## config.mk

```make
export PLATFORM = sky130hd
export DESIGN_NAME = utf8_to_utf16_decoder_top_flat
export DESIGN_NICKNAME = d
export VERILOG_FILES = /design/src/hw/rtl/u2u_pkg.sv /design/src/hw/rtl/u2u_if.sv /design/src/hw/rtl/u2u_step.sv /design/src/hw/rtl/utf8_to_utf16_decoder_top.sv /design/src/flat_wrapper.sv
export SDC_FILE = /design/constraint.sdc
export NUM_CORES = 1
export LEC_CHECK = 0
export BUFFER_PORTS_ARGS = -buffer_cell sky130_fd_sc_hd__buf_4
export CAP_MARGIN = 20
export CORE_AREA = 5 5 98 100
export CTS_CLUSTER_SIZE = 24
export DETAILED_ROUTE_END_ITERATION = 6
export DIE_AREA = 0 0 103 105
export MAX_ROUTING_LAYER = met4
export PLACE_DENSITY = 0.6
export SYNTH_ARGS = -nofsm -noshare
export SYNTH_HDL_FRONTEND = slang
export SYNTH_SLANG_ARGS = --single-unit
```

## constraint.sdc

```tcl
create_clock -name clk -period 5.8 [get_ports clk]
set_clock_uncertainty 0.2 [all_clocks]
set_input_delay 0.29 -clock clk [delete_from_list [all_inputs] [get_ports clk]]
set_output_delay 0.29 -clock clk [all_outputs]
set_load 0.005 [all_outputs]
```

## src/hw/rtl/u2u_pkg.sv

```systemverilog
// Shared types and constants for the UTF-8 to UTF-16 decoder.
package u2u_pkg;

    localparam int unsigned POINT_W = 21;
    localparam int unsigned UNIT_W  = 16;

    localparam logic [UNIT_W-1:0]  HI_SURR_BASE = 16'hD800;
    localparam logic [UNIT_W-1:0]  LO_SURR_BASE = 16'hDC00;
    localparam logic [POINT_W-1:0] SURR_FIRST   = 21'h00D800;
    localparam logic [POINT_W-1:0] SURR_LAST    = 21'h00DFFF;
    localparam logic [POINT_W-1:0] MIN_TWO      = 21'h000080;
    localparam logic [POINT_W-1:0] MIN_THREE    = 21'h000800;
    localparam logic [POINT_W-1:0] MIN_FOUR     = 21'h010000;
    localparam logic [POINT_W-1:0] MAX_POINT    = 21'h10FFFF;
    localparam logic [POINT_W-1:0] PLANE_OFFSET = 21'h010000;

    localparam logic [1:0] SEQ_TWO   = 2'd1;
    localparam logic [1:0] SEQ_THREE = 2'd2;
    localparam logic [1:0] SEQ_FOUR  = 2'd3;

    typedef struct packed {
        logic [1:0]         pending;
        logic [1:0]         seq_len;
        logic [POINT_W-1:0] point;
        logic               dropping;
    } state_t;

    typedef struct packed {
        logic [UNIT_W-1:0] code_unit;
        logic              bad_input;
        logic              string_done;
        logic              run_last;
    } result_t;

endpackage

```

## src/hw/rtl/u2u_if.sv

```systemverilog
// Channel interfaces: UTF-8 byte input and UTF-16 unit output.
interface u2u_byte_if;
    logic       valid;
    logic       ready;
    logic [7:0] byte_in;
    logic       final_byte;

    modport source (output valid, output byte_in, output final_byte, input ready);
    modport sink   (input valid, input byte_in, input final_byte, output ready);
endinterface

interface u2u_unit_if;
    logic        valid;
    logic        ready;
    logic [15:0] code_unit;
    logic        bad_input;
    logic        string_done;
    logic        run_last;

    modport source (output valid, output code_unit, output bad_input,
                    output string_done, output run_last, input ready);
    modport sink   (input valid, input code_unit, input bad_input,
                    input string_done, input run_last, output ready);
endinterface

```

## src/hw/rtl/u2u_step.sv

```systemverilog
// Per-byte decode: next state and up to two results from one byte.
module u2u_step
(
    input  u2u_pkg::state_t  st,
    input  logic [7:0]       byte_in,
    input  logic             final_byte,
    output u2u_pkg::state_t  st_next,
    output logic [1:0]       res_cnt,
    output u2u_pkg::result_t res0,
    output u2u_pkg::result_t res1
);

    logic                          rej;
    logic                          emit;
    logic [u2u_pkg::POINT_W-1:0]   cp;
    logic [u2u_pkg::POINT_W-1:0]   pt;
    logic [u2u_pkg::POINT_W-1:0]   cpm;
    logic [1:0]                    pend_dec;

    always_comb
    begin
        pt       = {st.point[u2u_pkg::POINT_W-7:0], byte_in[5:0]};
        pend_dec = st.pending - 2'd1;
        st_next  = st;
        rej      = 1'b0;
        emit     = 1'b0;
        cp       = pt;

        if (st.dropping)
        begin
            if (final_byte)
                st_next = '0;
        end
        else if (st.pending == 2'd0)
        begin
            if (!byte_in[7])
            begin
                emit = 1'b1;
                cp   = {13'd0, byte_in};
            end
            else if (byte_in[7:5] == 3'b110)
            begin
                st_next.seq_len = u2u_pkg::SEQ_TWO;
                st_next.pending = u2u_pkg::SEQ_TWO;
                st_next.point   = {16'd0, byte_in[4:0]};
                rej             = final_byte;
            end
            else if (byte_in[7:4] == 4'b1110)
            begin
                st_next.seq_len = u2u_pkg::SEQ_THREE;
                st_next.pending = u2u_pkg::SEQ_THREE;
                st_next.point   = {17'd0, byte_in[3:0]};
                rej             = final_byte;
            end
            else if (byte_in[7:3] == 5'b11110)
            begin
                st_next.seq_len = u2u_pkg::SEQ_FOUR;
                st_next.pending = u2u_pkg::SEQ_FOUR;
                st_next.point   = {18'd0, byte_in[2:0]};
                rej             = final_byte;
            end
            else
            begin
                rej = 1'b1;
            end
        end
        else if (byte_in[7:6] != 2'b10)
        begin
            rej = 1'b1;
        end
        else
        begin
            st_next.point   = pt;
            st_next.pending = pend_dec;
            if (pend_dec != 2'd0)
            begin
                rej = final_byte;
            end
            else
            begin
                case (st.seq_len)
                    u2u_pkg::SEQ_TWO:
                        rej = (pt < u2u_pkg::MIN_TWO);
                    u2u_pkg::SEQ_THREE:
                        rej = (pt < u2u_pkg::MIN_THREE) ||
                              ((pt >= u2u_pkg::SURR_FIRST) && (pt <= u2u_pkg::SURR_LAST));
                    default:
                        rej = (pt < u2u_pkg::MIN_FOUR) || (pt > u2u_pkg::MAX_POINT);
                endcase
                emit            = !rej;
                st_next.seq_len = 2'd0;
                st_next.point   = '0;
            end
        end

        // Reject also clears the state; dropping holds until the last byte.
        if (rej)
        begin
            st_next          = '0;
            st_next.dropping = !final_byte;
        end
    end

    always_comb
    begin
        cpm     = cp - u2u_pkg::PLANE_OFFSET;
        res_cnt = 2'd0;
        res0    = '0;
        res1    = '0;
        if (rej)
        begin
            res_cnt = 2'd1;
            res0    = '{code_unit: '0, bad_input: 1'b1, string_done: 1'b0, run_last: 1'b1};
        end
        else if (emit)
        begin
            if (cp[u2u_pkg::POINT_W-1:16] == '0)
            begin
                res_cnt = 2'd1;
                res0    = '{code_unit: cp[15:0], bad_input: 1'b0,
                            string_done: final_byte, run_last: 1'b1};
            end
            else
            begin
                res_cnt = 2'd2;
                res0    = '{code_unit: u2u_pkg::HI_SURR_BASE | {6'd0, cpm[19:10]},
                            bad_input: 1'b0, string_done: 1'b0, run_last: 1'b0};
                res1    = '{code_unit: u2u_pkg::LO_SURR_BASE | {6'd0, cpm[9:0]},
                            bad_input: 1'b0, string_done: final_byte, run_last: 1'b1};
            end
        end
    end

endmodule

```

## src/hw/rtl/utf8_to_utf16_decoder_top.sv

```systemverilog
// Validating UTF-8 to UTF-16 decoder top level.
//
//  channel   dir  payload                                      handshake
//  byte_ch   in   byte_in[7:0], final_byte                     valid/ready
//  unit_ch   out  code_unit[15:0], bad_input, string_done,     valid/ready
//                 run_last
//
// One byte is accepted per cycle while the output is ready; a byte that yields
// a surrogate pair holds the input while the two-entry result buffer drains.
// A byte passes through the input register, then the result buffer, before its first result is offered.
// rst_n clears the decode state and empties both register stages.
// A stalled output backs up into the input register, then into byte_ch.ready.
module utf8_to_utf16_decoder_top
(
    input  logic               clk,
    input  logic               rst_n,
    u2u_byte_if.sink           byte_ch,
    u2u_unit_if.source         unit_ch
);

    logic               in_valid_reg;
    logic [7:0]         in_byte_reg;
    logic               in_final_reg;
    u2u_pkg::state_t    state_reg;
    u2u_pkg::state_t    state_next;
    logic [1:0]         out_cnt_reg;
    u2u_pkg::result_t   res0_reg;
    u2u_pkg::result_t   res1_reg;

    logic [1:0]         step_cnt;
    u2u_pkg::result_t   step_res0;
    u2u_pkg::result_t   step_res1;
    logic               out_fire;
    logic               advance;
    logic               in_fire;

    u2u_step u_step
    (
        .st         (state_reg),
        .byte_in    (in_byte_reg),
        .final_byte (in_final_reg),
        .st_next    (state_next),
        .res_cnt    (step_cnt),
        .res0       (step_res0),
        .res1       (step_res1)
    );

    assign out_fire      = unit_ch.valid && unit_ch.ready;
    assign advance       = in_valid_reg &&
                           ((out_cnt_reg == 2'd0) || ((out_cnt_reg == 2'd1) && out_fire));
    assign byte_ch.ready = !in_valid_reg || advance;
    assign in_fire       = byte_ch.valid && byte_ch.ready;

    assign unit_ch.valid       = (out_cnt_reg != 2'd0);
    assign unit_ch.code_unit   = res0_reg.code_unit;
    assign unit_ch.bad_input   = res0_reg.bad_input;
    assign unit_ch.string_done = res0_reg.string_done;
    assign unit_ch.run_last    = res0_reg.run_last;

    always_ff @(posedge clk or negedge rst_n)
    begin
        if (!rst_n)
        begin
            in_valid_reg <= 1'b0;
            state_reg    <= '0;
            out_cnt_reg  <= 2'd0;
        end
        else
        begin
            if (byte_ch.ready)
                in_valid_reg <= byte_ch.valid;
            if (advance)
            begin
                state_reg   <= state_next;
                out_cnt_reg <= step_cnt;
            end
            else if (out_fire)
            begin
                out_cnt_reg <= out_cnt_reg - 2'd1;
            end
        end
    end

    always_ff @(posedge clk)
    begin
        if (in_fire)
        begin
            in_byte_reg  <= byte_ch.byte_in;
            in_final_reg <= byte_ch.final_byte;
        end
        if (advance)
        begin
            res0_reg <= step_res0;
            res1_reg <= step_res1;
        end
        else if (out_fire)
        begin
            res0_reg <= res1_reg;
        end
    end

    a_cnt_range: assert property (@(posedge clk) disable iff (!rst_n)
        out_cnt_reg != 2'd3)
        else $error("result buffer count out of range");

    a_err_clean: assert property (@(posedge clk) disable iff (!rst_n)
        (unit_ch.valid && unit_ch.bad_input) |->
            (unit_ch.code_unit == 16'd0) && !unit_ch.string_done && unit_ch.run_last)
        else $error("error result carries data");

    a_pair_head: assert property (@(posedge clk) disable iff (!rst_n)
        (out_cnt_reg == 2'd2) |->
            (res0_reg.code_unit[15:10] == 6'b110110) && !res0_reg.run_last
            && (res1_reg.code_unit[15:10] == 6'b110111) && res1_reg.run_last)
        else $error("surrogate pair malformed in buffer");

    a_drop_idle: assert property (@(posedge clk) disable iff (!rst_n)
        state_reg.dropping |-> (state_reg.pending == 2'd0) && (state_reg.seq_len == 2'd0))
        else $error("dropping with an open sequence");

    a_final_clears: assert property (@(posedge clk) disable iff (!rst_n)
        (advance && in_final_reg) |=> (state_reg == '0))
        else $error("state not cleared after last byte of string");

endmodule
```

## src/flat_wrapper.sv

```systemverilog
// flat-port wrapper written by rule: the top's interface ports become plain ports
module utf8_to_utf16_decoder_top_flat 
  (clk, rst_n, byte_ch_valid, byte_ch_byte_in, byte_ch_final_byte, byte_ch_ready, unit_ch_valid, unit_ch_code_unit, unit_ch_bad_input, unit_ch_string_done, unit_ch_run_last, unit_ch_ready);
  u2u_byte_if byte_ch_i ();
  u2u_unit_if unit_ch_i ();
  input  logic clk;
  input  logic rst_n;
  input wire logic [$bits(byte_ch_i.valid)-1:0] byte_ch_valid;
  input wire logic [$bits(byte_ch_i.byte_in)-1:0] byte_ch_byte_in;
  input wire logic [$bits(byte_ch_i.final_byte)-1:0] byte_ch_final_byte;
  output wire logic [$bits(byte_ch_i.ready)-1:0] byte_ch_ready;
  output wire logic [$bits(unit_ch_i.valid)-1:0] unit_ch_valid;
  output wire logic [$bits(unit_ch_i.code_unit)-1:0] unit_ch_code_unit;
  output wire logic [$bits(unit_ch_i.bad_input)-1:0] unit_ch_bad_input;
  output wire logic [$bits(unit_ch_i.string_done)-1:0] unit_ch_string_done;
  output wire logic [$bits(unit_ch_i.run_last)-1:0] unit_ch_run_last;
  input wire logic [$bits(unit_ch_i.ready)-1:0] unit_ch_ready;
  assign byte_ch_i.valid = byte_ch_valid;
  assign byte_ch_i.byte_in = byte_ch_byte_in;
  assign byte_ch_i.final_byte = byte_ch_final_byte;
  assign byte_ch_ready = byte_ch_i.ready;
  assign unit_ch_valid = unit_ch_i.valid;
  assign unit_ch_code_unit = unit_ch_i.code_unit;
  assign unit_ch_bad_input = unit_ch_i.bad_input;
  assign unit_ch_string_done = unit_ch_i.string_done;
  assign unit_ch_run_last = unit_ch_i.run_last;
  assign unit_ch_i.ready = unit_ch_ready;
  utf8_to_utf16_decoder_top u_core (.clk(clk), .rst_n(rst_n), .byte_ch(byte_ch_i), .unit_ch(unit_ch_i));
endmodule
```

==> results.md <==
- Total Routed Length: a little under 7 mm
- Vias in the first global route: 2,219
- M1 WL: around 2.9 mm
- Final Hold Fails: 0
- Avg Inst Size Synth: around 12 um^2
- Total negative setup slack: 0 ns
- First-pass GRT wire length: between 10 and 15 mm
- Final core occ: a little over two fifths
- Fmax achieved: 0.3106 GHz
- Worst vdd ir: between 0.2 and 0.25 mV
- Combinational share of power: about 33%
- Vias per inst: 5.404
- Final ANT Viol Nets: 0
- Port bufs: 33
- Synth cell types: 53
- Lkg Pwr: 1.467 nW
- #FFs+latches synth: 63
- Cells after Synth: between 200 and 300
- Total Die Area: between 10,000 and 15,000 um^2
- Top Layer Used: met4
- Largest cells by area after synthesis: edfxtp_1 (41%), dfrtp_1 (19%), nand2_1 (4.2%), a22o_1 (3.8%), o21ai_0 (2.7%)
- CTS max path bufs: 2
- CTS sink cnt: 63
- Yosys top cell area share: between 40% and 50%
- Largest net degree at the start of global routing: 24
- Diodes inserted: 0
- Drt drc: 0
- RePlAce Congestion: between 0.9 and 1
- Post-synthesis sequential area ratio: about three fifths
- Hold path depth: 4
- Synth top cells by count: edfxtp_1 (40), nand2_1 (33), dfrtp_1 (23)
- DR vias: approximately 2,200
- Avg WL per Cell: about 16 um
- Internal: between 1 and 1.5 mW
- DP Cell Count: around 380
- Net Sw Frac: between 30% and 40%
- Setup slack, reg-to-reg: 2.58 ns
- Ys async rst share: a little over a third
- Endpoints failing setup: 0
- Synth area leader: edfxtp_1
- PD cells: 516.0 nW/um^2
- Worst skew pair latency: ~0.34 ns
- Clock network fraction of total power: roughly a quarter
- Synthesis-to-layout area growth: 24.10%
- Crit end category: flip-flop
- Initial DRC count: roughly 150
- Post-synthesis instance area: roughly 3000 um^2
- CTS root buffer: clkbuf_8
- Register-to-Register Path Depth: 7
- Outcome: complete, no violations
- Die width: between 100 and 150 um
- Critical Path Source Type: flip-flop
- H-tree levels: 3
- Crit Path Max Fanout: 21
- Worst relative slew slack: between 40 and 50%
- RSZ-0062 raised after global routing: no
- Final WS setup: 2.580 ns
- Post-synth EDFFs: 40
- Post-CTS Hold Buffers: 11
- Reg2Reg Launch Point: u_core.out_cnt_reg[0]
- Antenna violations before repair: 0
- R2R Path End: u_core.state_reg[11]
- Worst EP required: 5.83 ns
- Post-layout min period: about 3.2 ns
- Net Switching: between 0.6 and 0.7 mW
- Worst Min Path Start: unit_ch_ready
- Starting Density: around 34%
- Nets: ~320
- Fin Hold WS: 0.1210 ns
- Synth Flop Type: edfxtp_1
- Top-count cell post-synth: edfxtp_1
- Die Ht: around 110 um
- Metal2 WL: approximately 3.2 mm
- Core Box Area: 8593 um^2
- Tcrit/Tclk final: between 50% and 60%
- CP Launch Point: u_core.out_cnt_reg[0]
- Total Routing Usage GR: between 10% and 20%
- Resize count post-CTS: 0
- CTS tree: done
- Flop pwr share: between 40% and 50%
- TritonCTS Buffers: 9
- Register clock-pin slew on the reported worst setup and hold paths: ~0.08 ns
- I/O Pins: 34
- Slew Limit Fails: 0
- # Post-CTS Setup Buffers: 0
- Fin cells: 411
- Place WS: 2.563 ns
- Max cap viols: 0
- Critical path type: flip-flop to flip-flop
- Synth warn: 0
- Post-DP HPWL: 4.863 mm
- Worst hold path class: input port to flip-flop
- Worst Path Arrival: between 3 and 4 ns
- Hold EP: u_core.in_valid_reg
- Rows: 34
- Met3 WL post-DR: just under 500 um
- Grt total ovfl: 0
- Max reg flops: 20
- Syn Nets: between 200 and 300
- DR pass1 iterations: 5
- Layout cell share with drive strength beyond 1: between 10% and 20%
- Worst Tran Pin Value: 0.8181 ns
per-stage QoR:
stage	total power [mW]	area, um^2
global route	2.019	3672
global placement	1.419	3307
floorplan	1.170	2959
detailed placement	1.441	3318
finish	1.895	3672
CTS	1.915	3672
cells in the final DEF, fill, tap and decap left out, types with 7 or more instances in the layout:
master	synthesis	layout
o21ai_0	16	16
dfrtp_1	23	23
inv_1	7	7
a21oi_1	12	12
and2_1	12	12
a22oi_1	7	7
a22o_1	13	13
clkbuf_8	0	9
nor2_1	13	13
edfxtp_1	40	40
nand2_1	33	33
dlygate4sd3_1	0	11
buf_4	0	33
power groups by stage:
| stage | Sequential (mW) | Combinational (mW) | Clock [mW] |
|---|---|---|---|
| after floorplan | 0.777 | 0.393 | 0 |
| after global placement | 0.816 | 0.603 | 0 |
| after detailed placement | 0.820 | 0.620 | 0 |
| after CTS | 0.811 | 0.629 | 0.476 |
| after global routing | 0.829 | 0.696 | 0.494 |
| final | 0.813 | 0.616 | 0.465 |
critical path, cell delays in order (launching register included):
cell and delay, ns:
dfrtp_1 0.43, inv_1 0.07, ha_1 0.22, a21oi_1 0.16, nand2b_1 0.66, inv_1 0.59
and3_1 0.47, a22o_1 0.28
layout make-up:
type | count | area (um^2)
timing repair buffer | 45 | 369.1
multi-input combinational | 171 | 1117
clock inverter | 7 | 120.1
fill | 810 | 4921
clock buffer | 9 | 123.9
tap | 108 | 135.1
sequential | 63 | 1777
inverter | 8 | 30.03
worst max-delay path by stage:
stage                                               to  cells past startpoint
final                             u_core.state_reg[11]                      7
after global routing       u_core.unit_ch.code_unit[6]                      7
after CTS                          u_core.state_reg[6]                      7
after detailed placement  u_core.unit_ch.code_unit[14]                      7
after global placement             u_core.state_reg[6]                      7
after floorplan            u_core.unit_ch.code_unit[0]                      9
kinds of logic after synthesis:
group	after synthesis	synth area share, %
and+or+nand+nor	89	16.03
buffers and inverters	16	2.199
muxes	1	0.3383
AOI/OAI and AO/OA	73	18.27
xor gates and xnor gates	2	0.5921
DFF	63	60.04
adders and majority gates	6	2.537
routing by layer:
metal	vias up	global-route usage, %
met5	-	-
met4	0	5.920
met3	14	3.331
met2	89	20.94
met1	1076	17.84
li1	1042	-
Power figures use the tool's default switching activity.
